`config.mk`:
```
export PLATFORM = sky130hd
export DESIGN_NAME = cssc_queue
export DESIGN_NICKNAME = d
export VERILOG_FILES = /design/src/rtl/cssc_pkg.sv /design/src/rtl/cssc_queue.sv
export SDC_FILE = /design/constraint.sdc
export NUM_CORES = 1
export LEC_CHECK = 0
export BUFFER_PORTS_ARGS = -buffer_cell sky130_fd_sc_hd__buf_4
export CORE_AREA = 5 5 119 121
export CTS_BUF_LIST = sky130_fd_sc_hd__clkbuf_16
export DETAILED_ROUTE_END_ITERATION = 10
export DIE_AREA = 0 0 124 126
export PLACE_DENSITY = 0.74
export SLEW_MARGIN = 20
export SYNTH_ARGS = -nofsm -noshare
export SYNTH_HDL_FRONTEND = slang
export SYNTH_SLANG_ARGS = --single-unit
```
`constraint.sdc`:
```
create_clock -name clk -period 5.6 [get_ports clk]
set_input_delay 0.84 -clock clk [delete_from_list [all_inputs] [get_ports clk]]
set_output_delay 0.84 -clock clk [all_outputs]
set_load 0.01 [all_outputs]
```
`src/rtl/cssc_pkg.sv`:
```
// ----------------------------------------------------------------------------
// cssc_pkg
// Types and constants shared by the scatter cursor front, queue and back end.
// ----------------------------------------------------------------------------
package cssc_pkg;

  // Default sizes of the cursor table and of the position arithmetic.
  localparam int RowRangeMaxDef = 4096;
  localparam int IdWidthDef     = 32;

  // Widest table address the row range can ask for (65536 rows).
  localparam int AddrMaxW   = 16;
  localparam int RunW       = 13;
  localparam int QueueDepth = 2;

  // Operation codes of the input item.
  localparam logic OP_LOAD = 1'b0;
  localparam logic OP_EDGE = 1'b1;

  // Configuration register indexes.
  localparam logic [1:0] REG_ROW_BEGIN = 2'd0;
  localparam logic [1:0] REG_ROW_END   = 2'd1;
  localparam logic [1:0] REG_EMIT_DATA = 2'd2;
  localparam logic [1:0] REG_MAX_RUN   = 2'd3;

  localparam logic [RunW-1:0] MaxRunRst = 13'd1024;

  typedef struct packed {
    logic        operation;
    logic [11:0] slot;
    logic [31:0] base_position;
    logic [31:0] row_id;
    logic [31:0] column;
    logic [31:0] data_value;
  } in_item_t;

  typedef struct packed {
    logic [31:0] position;
    logic [31:0] column_out;
    logic [31:0] value_out;
    logic        starts_run;
  } out_item_t;

  // Configuration as seen by the front and the back end.
  typedef struct packed {
    logic [31:0]     row_begin;
    logic [31:0]     row_end;
    logic            emit_data;
    logic [RunW-1:0] max_run;
  } cfg_t;

  // Classified command handed from the front to the back end.
  typedef struct packed {
    logic                is_edge;
    logic                wr_ok;    // load slot lies inside the table
    logic [AddrMaxW-1:0] addr;
    logic [31:0]         column;
    logic [31:0]         payload;  // load base position, edge value or count
  } cmd_t;

  typedef enum logic {
    BK_IDLE,
    BK_RMW
  } back_state_t;

endpackage

```
`src/rtl/cssc_queue.sv`:
```
// ----------------------------------------------------------------------------
// cssc_queue
// Short command queue that lets the front and back end stall on their own.
// ----------------------------------------------------------------------------
module cssc_queue (
  input  logic           clk,
  input  logic           rst_n,
  input  logic           push,
  input  cssc_pkg::cmd_t push_cmd,
  output logic           full,
  input  logic           pop,
  output cssc_pkg::cmd_t pop_cmd,
  output logic           empty
);
  import cssc_pkg::*;

  localparam int PtrW = (QueueDepth > 1) ? $clog2(QueueDepth) : 1;
  localparam logic [PtrW:0] DepthC = (PtrW + 1)'(QueueDepth);

  cmd_t            entry_r [QueueDepth];
  logic [PtrW-1:0] wr_ptr_r;
  logic [PtrW-1:0] rd_ptr_r;
  logic [PtrW:0]   count_r;
  logic [PtrW-1:0] wr_ptr_nxt;
  logic [PtrW-1:0] rd_ptr_nxt;
  logic [PtrW:0]   count_nxt;

  assign full    = (count_r == DepthC);
  assign empty   = (count_r == '0);
  assign pop_cmd = entry_r[rd_ptr_r];

  // Pointer and fill-count update.
  always_comb begin
    wr_ptr_nxt = wr_ptr_r;
    rd_ptr_nxt = rd_ptr_r;
    count_nxt  = count_r;
    if (push) begin
      wr_ptr_nxt = (wr_ptr_r == PtrW'(QueueDepth - 1)) ? '0 : wr_ptr_r + 1'b1;
    end
    if (pop) begin
      rd_ptr_nxt = (rd_ptr_r == PtrW'(QueueDepth - 1)) ? '0 : rd_ptr_r + 1'b1;
    end
    if (push && !pop) begin
      count_nxt = count_r + 1'b1;
    end else if (pop && !push) begin
      count_nxt = count_r - 1'b1;
    end
  end

  always_ff @(posedge clk) begin
    if (!rst_n) begin
      wr_ptr_r <= '0;
      rd_ptr_r <= '0;
      count_r  <= '0;
    end else begin
      wr_ptr_r <= wr_ptr_nxt;
      rd_ptr_r <= rd_ptr_nxt;
      count_r  <= count_nxt;
    end
  end

  // Entry storage.
  always_ff @(posedge clk) begin
    if (push) begin
      entry_r[wr_ptr_r] <= push_cmd;
    end
  end

endmodule

```
==> run summary <==
Crit-path max cell delay - 0.61 ns
Combinational Power Share - 0.112
Period minus WS final - 2.76 ns
Final Instance Area - 8230 um^2
Filler Cell Count - 942
Slowest-stage cell, CP - dfxtp_4
Die Y-Extent - 126 um
Most frequent cells in the layout - buf_4, edfxtp_1, mux2_2
DRC Markers - 0
Largest net degree at the start of global routing - 83
Num CTS Buffers - 17
Worst-path fanout max - 54
Bufs and invs on worst path - 2
Wire length of the first global-routing pass - 16900 um
Core Area - 13000 um^2
Row Count - 42
Lkg Pwr - 3.08 nW
Clk sinks - 169
Sequential power share - 0.503
Hold Vio Cnt, Final - 0
Gpl congestion - 0.715
Final TNS setup - 0 ns
Vias - 3097
Routed len/inst - 17.2 um
IO buf count - 169
Cell family with most CP delay - flip-flops
RSZ-0062 raised after global routing - false
Post-CTS Resized - 0
Vias per inst - 4.76
Pwr Density - 358 nW/um^2
Width of the die - 124 um
Worst slew pin tran - 0.583 ns
ANT nets after route - 0
Status - complete, no violations
Worst skew pair latency - 0.42 ns
Syn Area/Cell - 22.3 um^2
Register area share after synthesis - 0.815
R2r worst-path depth - 2
CTS tree - yes
Instance area at placement - 7590 um^2
Area delta synth->final - 33.6%
DP Worst Slack - 2.68 ns
Reg2reg end - entry_r[1][23]
Req. time, crit path - 4.76 ns
Root Buffer - clkbuf_16
Flops & latches, synth - 169
Ys Warns - 0
Power share of the clock group - 0.385
Peak supply drop - 0.189 mV
ANT cells - 0
Synth Cell Area - 6160 um^2
Initial core utilization - 0.475
CTS clock-pin slew for the worst setup and hold paths - 0.06 ns
Max cap viols - 0
Worst EP arrival - 1.92 ns
Layout cells sized above 1 - 0.610
Reg-to-Reg Start - wr_ptr_r
Overall Power - 2.95 mW
Layout net count - 548
Critical path launch point type - register
Vias in the first global route - 3337
Register-to-register setup slack - 3.67 ns
Crit. End Element - output pin
Final core utilization - 0.634
Kind of critical path - reg -> out
Count of final setup violators - 0
CP cell instances - buf_16 -> mux2_2 -> buf_4
Critical Path Sink - pop_cmd[35]
Clock Skews - 0.0128 ns
Remaining global-route overflow - 0
Distinct cell type count after synthesis - 17
Mapped Cells - 277
CTS Hold Buffers Added - 0
Initial antenna violation count - 0
Internal power - 2.34 mW
Critical Path Stages - 3
Fin crit share - 0.493
Most common cell after layout, fill and taps aside - buf_4
Die Area - 15600 um^2
Net switching power of the design - 0.610 mW
Drt pass-1 iters - 4
Hold crit path type - reg -> reg
Hpwl dp - 7280 um
Switching portion of total power - 0.207
Post-synth net total - 364
Post-CTS setup buffer count - 0
Max clock buf depth - 2
Slew Viols, Final - 0
Total routed wirelength - 11200 um
Total track usage - 0.144
Maximum clock rate - 0.362 GHz
# IOs - 170
Final worst slack - 2.84 ns
Slew HR - 0.610
Htree depth - 4
Initial DRC Count - 135
[metrics by stage]
stage | hold slack (ns) | instances
floorplan | 0.466 | 277
global placement | 0.478 | 616
detailed placement | 0.517 | 616
CTS | 0.528 | 648
global route | 0.573 | 650
finish | 0.527 | 650
[layer usage]
layer / GRT usage / vias up / wire length [um]
met5: 0 / - / 0
li1: - / 1466 / -
met1: 0.162 / 1508 / 4180
met3: 0.0561 / 16 / 938
met2: 0.246 / 107 / 5850
met4: 0.0554 / 0 / 180
[cells by family (layout without fill, tap and decap cells)]
| logic type | count (synthesis) | in the layout | share of synthesized area |
|---|---|---|---|
| mux | 82 | 82 | 0.150 |
| buf+inv | 10 | 207 | 0.0164 |
| simple gates | 9 | 9 | 0.00913 |
| compound gates | 3 | 3 | 0.00325 |
| xor+xnor | 3 | 3 | 0.00426 |
| fa+ha+maj | 1 | 1 | 0.00203 |
| flops | 169 | 169 | 0.815 |
[worst min-delay path: stages (launching register included)]
cell and delay, ns:
dfxtp_1 0.33, o21ai_0 0.08, a21boi_1 0.07
[cell type report]
class	instances	area, um^2	area share
multi-input cells	98	1050	0.127
clock inverters	15	161	0.0196
repair buffers	174	1350	0.164
flip-flops and latches	169	5030	0.611
clock buffers	17	425	0.0517
inverters	1	3.75	0.000456
well taps	176	220	0.0267
[how the worst min path moves through the flow]
| stage | from | end | slack, ns | depth (start not counted) |
|---|---|---|---|---|
| 2_1_floorplan | count_r[1] | count_r[1] | 0.47 | 2 |
| 3_3_place_gp | count_r[1] | count_r[1] | 0.48 | 2 |
| 3_5_place_dp | count_r[1] | count_r[1] | 0.52 | 2 |
| 4_1_cts | count_r[1] | count_r[1] | 0.53 | 2 |
| 5_1_grt | count_r[1] | count_r[1] | 0.57 | 2 |
| 6_report | count_r[1] | count_r[1] | 0.53 | 2 |
[cell usage after synthesis (all sizes together)]
cell type | number | share of area
and2b | 1 | 0.0014
or3 | 1 | 0.0010
ha | 1 | 0.0020
xor2 | 2 | 0.0028
o21a | 1 | 0.0012
buf | 9 | 0.016
edfxtp | 164 | 0.80
dfxtp | 5 | 0.016
o21ai | 1 | 0.00081
xnor2 | 1 | 0.0014
inv | 1 | 0.00061
and2 | 4 | 0.0041
nor2b | 2 | 0.0020
mux2 | 82 | 0.15
a21boi | 1 | 0.0012
nor2 | 1 | 0.00061
[power groups by stage]
stage / logic, mW / clock network, mW / registers [mW]
floorplan: 0.170 / 0 / 1.50
global placement: 0.309 / 0 / 1.52
detailed placement: 0.314 / 0 / 1.53
CTS: 0.315 / 1.16 / 1.50
global route: 0.355 / 1.21 / 1.49
finish: 0.330 / 1.14 / 1.48
[state kept, by name (all words and copies together) (netlist names), named ones only]
register  flops
count_r       2
entry_r     164
rd_ptr_r      1
wr_ptr_r      1
Note: power is estimated with default switching activity, not from simulation.
