File: config.mk
export PLATFORM = sky130hd
export DESIGN_NAME = cssc_front
export DESIGN_NICKNAME = d
export VERILOG_FILES = /design/src/rtl/cssc_pkg.sv /design/src/rtl/cssc_front.sv
export SDC_FILE = /design/constraint.sdc
export NUM_CORES = 1
export LEC_CHECK = 0
export BUFFER_PORTS_ARGS = -buffer_cell sky130_fd_sc_hd__buf_4
export CORE_MARGIN = 10
export CORE_UTILIZATION = 35
export DETAILED_ROUTE_END_ITERATION = 12
export GPL_TIMING_DRIVEN = 0
export PLACE_DENSITY = 0.65
export SYNTH_ARGS = -nofsm -noshare
export SYNTH_HDL_FRONTEND = slang
export SYNTH_SLANG_ARGS = --single-unit
export TNS_END_PERCENT = 10
File: constraint.sdc
create_clock -name clk -period 6.2 [get_ports clk]
set_input_delay 1.24 -clock clk [delete_from_list [all_inputs] [get_ports clk]]
set_output_delay 1.24 -clock clk [all_outputs]
set_load 0.03 [all_outputs]
File: src/rtl/cssc_pkg.sv
// ----------------------------------------------------------------------------
// cssc_pkg
// Types and constants shared by the scatter cursor front, queue and back end.
// ----------------------------------------------------------------------------
package cssc_pkg;

  // Default sizes of the cursor table and of the position arithmetic.
  localparam int RowRangeMaxDef = 4096;
  localparam int IdWidthDef     = 32;

  // Widest table address the row range can ask for (65536 rows).
  localparam int AddrMaxW   = 16;
  localparam int RunW       = 13;
  localparam int QueueDepth = 2;

  // Operation codes of the input item.
  localparam logic OP_LOAD = 1'b0;
  localparam logic OP_EDGE = 1'b1;

  // Configuration register indexes.
  localparam logic [1:0] REG_ROW_BEGIN = 2'd0;
  localparam logic [1:0] REG_ROW_END   = 2'd1;
  localparam logic [1:0] REG_EMIT_DATA = 2'd2;
  localparam logic [1:0] REG_MAX_RUN   = 2'd3;

  localparam logic [RunW-1:0] MaxRunRst = 13'd1024;

  typedef struct packed {
    logic        operation;
    logic [11:0] slot;
    logic [31:0] base_position;
    logic [31:0] row_id;
    logic [31:0] column;
    logic [31:0] data_value;
  } in_item_t;

  typedef struct packed {
    logic [31:0] position;
    logic [31:0] column_out;
    logic [31:0] value_out;
    logic        starts_run;
  } out_item_t;

  // Configuration as seen by the front and the back end.
  typedef struct packed {
    logic [31:0]     row_begin;
    logic [31:0]     row_end;
    logic            emit_data;
    logic [RunW-1:0] max_run;
  } cfg_t;

  // Classified command handed from the front to the back end.
  typedef struct packed {
    logic                is_edge;
    logic                wr_ok;    // load slot lies inside the table
    logic [AddrMaxW-1:0] addr;
    logic [31:0]         column;
    logic [31:0]         payload;  // load base position, edge value or count
  } cmd_t;

  typedef enum logic {
    BK_IDLE,
    BK_RMW
  } back_state_t;

endpackage

File: src/rtl/cssc_front.sv
// ----------------------------------------------------------------------------
// cssc_front
// Accepts items, counts edges, filters the row band and builds commands.
// ----------------------------------------------------------------------------
module cssc_front #(
  parameter int ROW_RANGE_MAX = cssc_pkg::RowRangeMaxDef
) (
  input  logic               clk,
  input  logic               rst_n,
  input  cssc_pkg::cfg_t     cfg,
  input  logic               in_valid,
  output logic               in_ready,
  input  cssc_pkg::in_item_t in_item,
  input  logic               q_full,
  output logic               q_push,
  output cssc_pkg::cmd_t     q_cmd
);
  import cssc_pkg::*;

  localparam logic [31:0] RangeMax = 32'(ROW_RANGE_MAX);

  logic [31:0] edge_cnt_r;
  logic [31:0] edge_cnt_nxt;
  logic [31:0] row_off;
  logic [31:0] slot_ext;
  logic        in_band;
  logic        is_edge;
  logic        accept;

  assign in_ready = !q_full;
  assign accept   = in_valid && in_ready;
  assign is_edge  = (in_item.operation == OP_EDGE);

  // Band and table range check of the edge's row.
  assign row_off  = in_item.row_id - cfg.row_begin;
  assign slot_ext = 32'(in_item.slot);
  assign in_band  = (in_item.row_id >= cfg.row_begin) && (in_item.row_id < cfg.row_end) &&
                    (row_off < RangeMax);

  // Loads always go to the back end so it can clear run tracking.
  assign q_push = accept && (!is_edge || in_band);

  always_comb begin
    q_cmd.is_edge = is_edge;
    q_cmd.wr_ok   = (slot_ext < RangeMax);
    q_cmd.column  = in_item.column;
    if (is_edge) begin
      q_cmd.addr    = row_off[AddrMaxW-1:0];
      q_cmd.payload = cfg.emit_data ? in_item.data_value : edge_cnt_r;
    end else begin
      q_cmd.addr    = slot_ext[AddrMaxW-1:0];
      q_cmd.payload = in_item.base_position;
    end
  end

  // Every edge advances the counter; a load clears it.
  always_comb begin
    edge_cnt_nxt = edge_cnt_r;
    if (accept) begin
      edge_cnt_nxt = is_edge ? edge_cnt_r + 32'd1 : '0;
    end
  end

  always_ff @(posedge clk) begin
    if (!rst_n) begin
      edge_cnt_r <= '0;
    end else begin
      edge_cnt_r <= edge_cnt_nxt;
    end
  end

endmodule

==> flow_metrics.tcl <==
set metrics [dict create \
    critPathKind "in2out" \
    gr-total-overflow 0 \
    max_flop_register "edge_cnt_r" \
    setup_viol 0 \
    netlist.area_leader.share_pct 15.1 \
    swShare_pct 38.9 \
    syn_nets 1043 \
    nNetsFinal 1308 \
    path_cells "buf_4 -> ha_1 -> fa_1 -> nor2b_1 -> o2111ai_1 -> a211oi_1 -> o21ai_1 -> a2111oi_0 -> mux2_2 -> o211ai_1 -> nor4_2 -> nand4_1 -> o31ai_2 -> buf_4" \
    critPathArrivalTime_ns 4.67 \
    tightest_slew_ns 0.711 \
    cpMostUsedCell "buf_4" \
    placed_cells 1197 \
    crit_path_start_kind "input port" \
    seq_power_share_pct 18.8 \
    globalRouteTotalUtil_pct 17.3 \
    finalHoldViolations 0 \
    dpl_cell_area_um2 7460 \
    core-area_um2 14700 \
    synth_edf_count 0 \
    detail_route.wl_per_cell_um 15.8 \
    finClkSkew_ns 0.00309 \
    p_leak_nw 3.85 \
    required_ns 4.96 \
    max_cap_violations 0 \
    drtIter0Drc 313 \
    ys_seq_elements 32 \
    cts.sinks 32 \
    area_growth_pct 44.2 \
    critPathMaxStageDelay_ns 0.44 \
    synth_top_flop_cell "dfxtp_1" \
    finalCriticalPeriod_ns 5.91 \
    final_max_slew_viol_count 0 \
    die_w_um 143 \
    slew_headroom_pct 52.6 \
    h-tree-depth 2 \
    hold_buffers 0 \
    drive_above_1_share_pct 32.7 \
    avgSynthCellArea_um2 7.01 \
    start_util_pct 36.0 \
    min_path_type "reg2reg" \
    seq_area_frac_synth_pct 12.1 \
    postCtsSetupRepairBufs 0 \
    die_y_um 143 \
    row_count 44 \
    ant_nets 0 \
    yosysWarnings 0 \
    combPwrFrac_pct 55.9 \
    path_max_fanout 3 \
    vias 6032 \
    grt_pass1_vias 5978 \
    synthCells 755 \
    p_total_mw 1.10 \
    cp-end-kind "primary output" \
    status "finished, final reports clean" \
    clock_latency_ns 0.28 \
    grt_max_degree 12 \
    multi_input_area_um2 3960 \
    globalplace.congestion 0.923 \
    dp_hpwl_um 16600 \
    switchingPower_mw 0.429 \
    cts_resized 0 \
    cpMaxStageDelayCell "a2111oi_0" \
    hold_ws_ns 0.504 \
    die-area_um2 20400 \
    rsz0062_at_grt "false" \
    power_frac_clock_pct 25.2 \
    io_buffers 258 \
    cts_root_buffer "clkbuf_16" \
    drtPass1Iterations 4 \
    fillers 1502 \
    viasPerCell 5.00 \
    p_per_area_nw_per_um2 144 \
    tns_ns 0 \
    irDropWorstVdd_uv 119 \
    cts_buffers 5 \
    largest_reg_flops 32 \
    grt_pass1_wl_um 29600 \
    antenna_found_initial 1 \
    synth_area_um2 5300 \
    drt_drc_violations_left 0 \
    fin_area_um2 7630 \
    clockBufferDepth 2 \
    reg_top3 "edge_cnt_r: 32 flops" \
    clk_pin_slew_worst_paths_ns 0.05 \
    seqCellArea_um2 641 \
    fin_cells 1207 \
    finalCritPeriodShare_pct 95.4 \
    async_flop_share_pct 0 \
    max_clock_freq_mhz 169 \
    io_pins 307 \
    intPower_mw 0.673 \
    synth.area.top_cells "ha_1 (15%), dfxtp_1 (12%), a21oi_1 (7.7%), mux2i_1 (7.0%), nor2_1 (6.5%)" \
    yosys.area.top_type "ha_1" \
    ys_types 62 \
    wl_um 19100 \
    cts_tree "done" \
]
==> worst paths after layout <==
kind / start / to / slack (ns) / cells past startpoint
setup / recovery: cfg[46] / q_push / 0.29 / 14
hold / removal: edge_cnt_r[14] / edge_cnt_r[14] / 0.50 / 2
setup reg to reg: edge_cnt_r[3] / edge_cnt_r[31] / 3.83 / 9
hold reg to reg: edge_cnt_r[14] / edge_cnt_r[14] / 0.50 / 2
==> metal layers <==
| layer | vias to the layer above | track usage, % | part of all wire, % |
|---|---|---|---|
| met5 | - | 0 | 0 |
| met4 | 0 | 2.44 | 0.95 |
| met3 | 12 | 4.54 | 8.0 |
| met2 | 209 | 30.3 | 48 |
| met1 | 2690 | 21.2 | 43 |
| li1 | 3121 | - | - |
==> cells in the mapped netlist (3+ instances only) <==
master	number
or3_1	7
o2111ai_1	3
clkbuf_1	21
nand2b_1	4
o31ai_1	3
nand4_1	23
o21ai_0	26
a21oi_1	81
o21ai_1	10
nor2b_1	4
o21a_1	7
buf_4	40
buf_2	3
mux2i_1	37
inv_1	74
ha_1	64
and3_1	10
dfxtp_1	32
nor3_1	11
nand2_1	55
nor2_1	91
a21o_1	10
nand3_1	18
mux2_2	12
xnor2_1	21
a31oi_1	3
or2_2	4
and2_1	3
o211ai_1	8
xor2_1	26
buf_1	5
==> cell usage in the layout (no fill, tap or decap), types with 11 or more instances in the layout <==
cell,n
a21oi_1,81
buf_4,298
clkbuf_1,21
dfxtp_1,32
ha_1,64
inv_1,74
mux2_2,12
mux2i_1,37
nand2_1,55
nand3_1,18
nand4_1,23
nor2_1,91
nor3_1,11
o21ai_0,26
xnor2_1,21
xor2_1,26
==> cell type report <==
type                       instances  area share, %
inverter                          74           3.64
multi-input combinational        580           51.9
timing repair buffer             258           25.4
antenna                            2         0.0656
buffer                            69           5.41
tap                              184           3.02
clock buffer                       5           1.64
clock inverter                     3          0.557
sequential                        32           8.39
==> power by group through the flow <==
stage | sequential, mW | clock [mW] | combinational [mW]
global placement | 0.212 | 0 | 0.613
finish | 0.207 | 0.278 | 0.616
global route | 0.207 | 0.298 | 0.675
detailed placement | 0.212 | 0 | 0.617
CTS | 0.207 | 0.284 | 0.619
floorplan | 0.211 | 0 | 0.386
==> worst max-delay path, delay by kind of cell <==
| kind | cells | cell delay (ns) |
|---|---|---|
| compound gates | 6 | 1.53 |
| fa+ha+maj | 2 | 0.64 |
| buf+inv | 2 | 0.31 |
| mux | 1 | 0.24 |
| simple gates | 3 | 0.71 |
==> stage by stage <==
| stage | utilization (%) | worst slack, ns |
|---|---|---|
| final | 51.9 | 0.288 |
| after global routing | 51.9 | 0.00869 |
| after CTS | 51.9 | 0.330 |
| after detailed placement | 50.8 | 0.332 |
| after global placement | 50.8 | 0.403 |
| after floorplan | - | 0.781 |
==> cells by family after synthesis <==
| family | share of synthesized area, % |
|---|---|
| other cells | 0.0708 |
| flops | 12.1 |
| buf+inv | 13.0 |
| compound gates | 19.7 |
| xor+xnor | 7.77 |
| fa+ha+maj | 15.5 |
| simple gates | 22.2 |
| mux | 9.55 |
(Power assumes the default switching activity.)
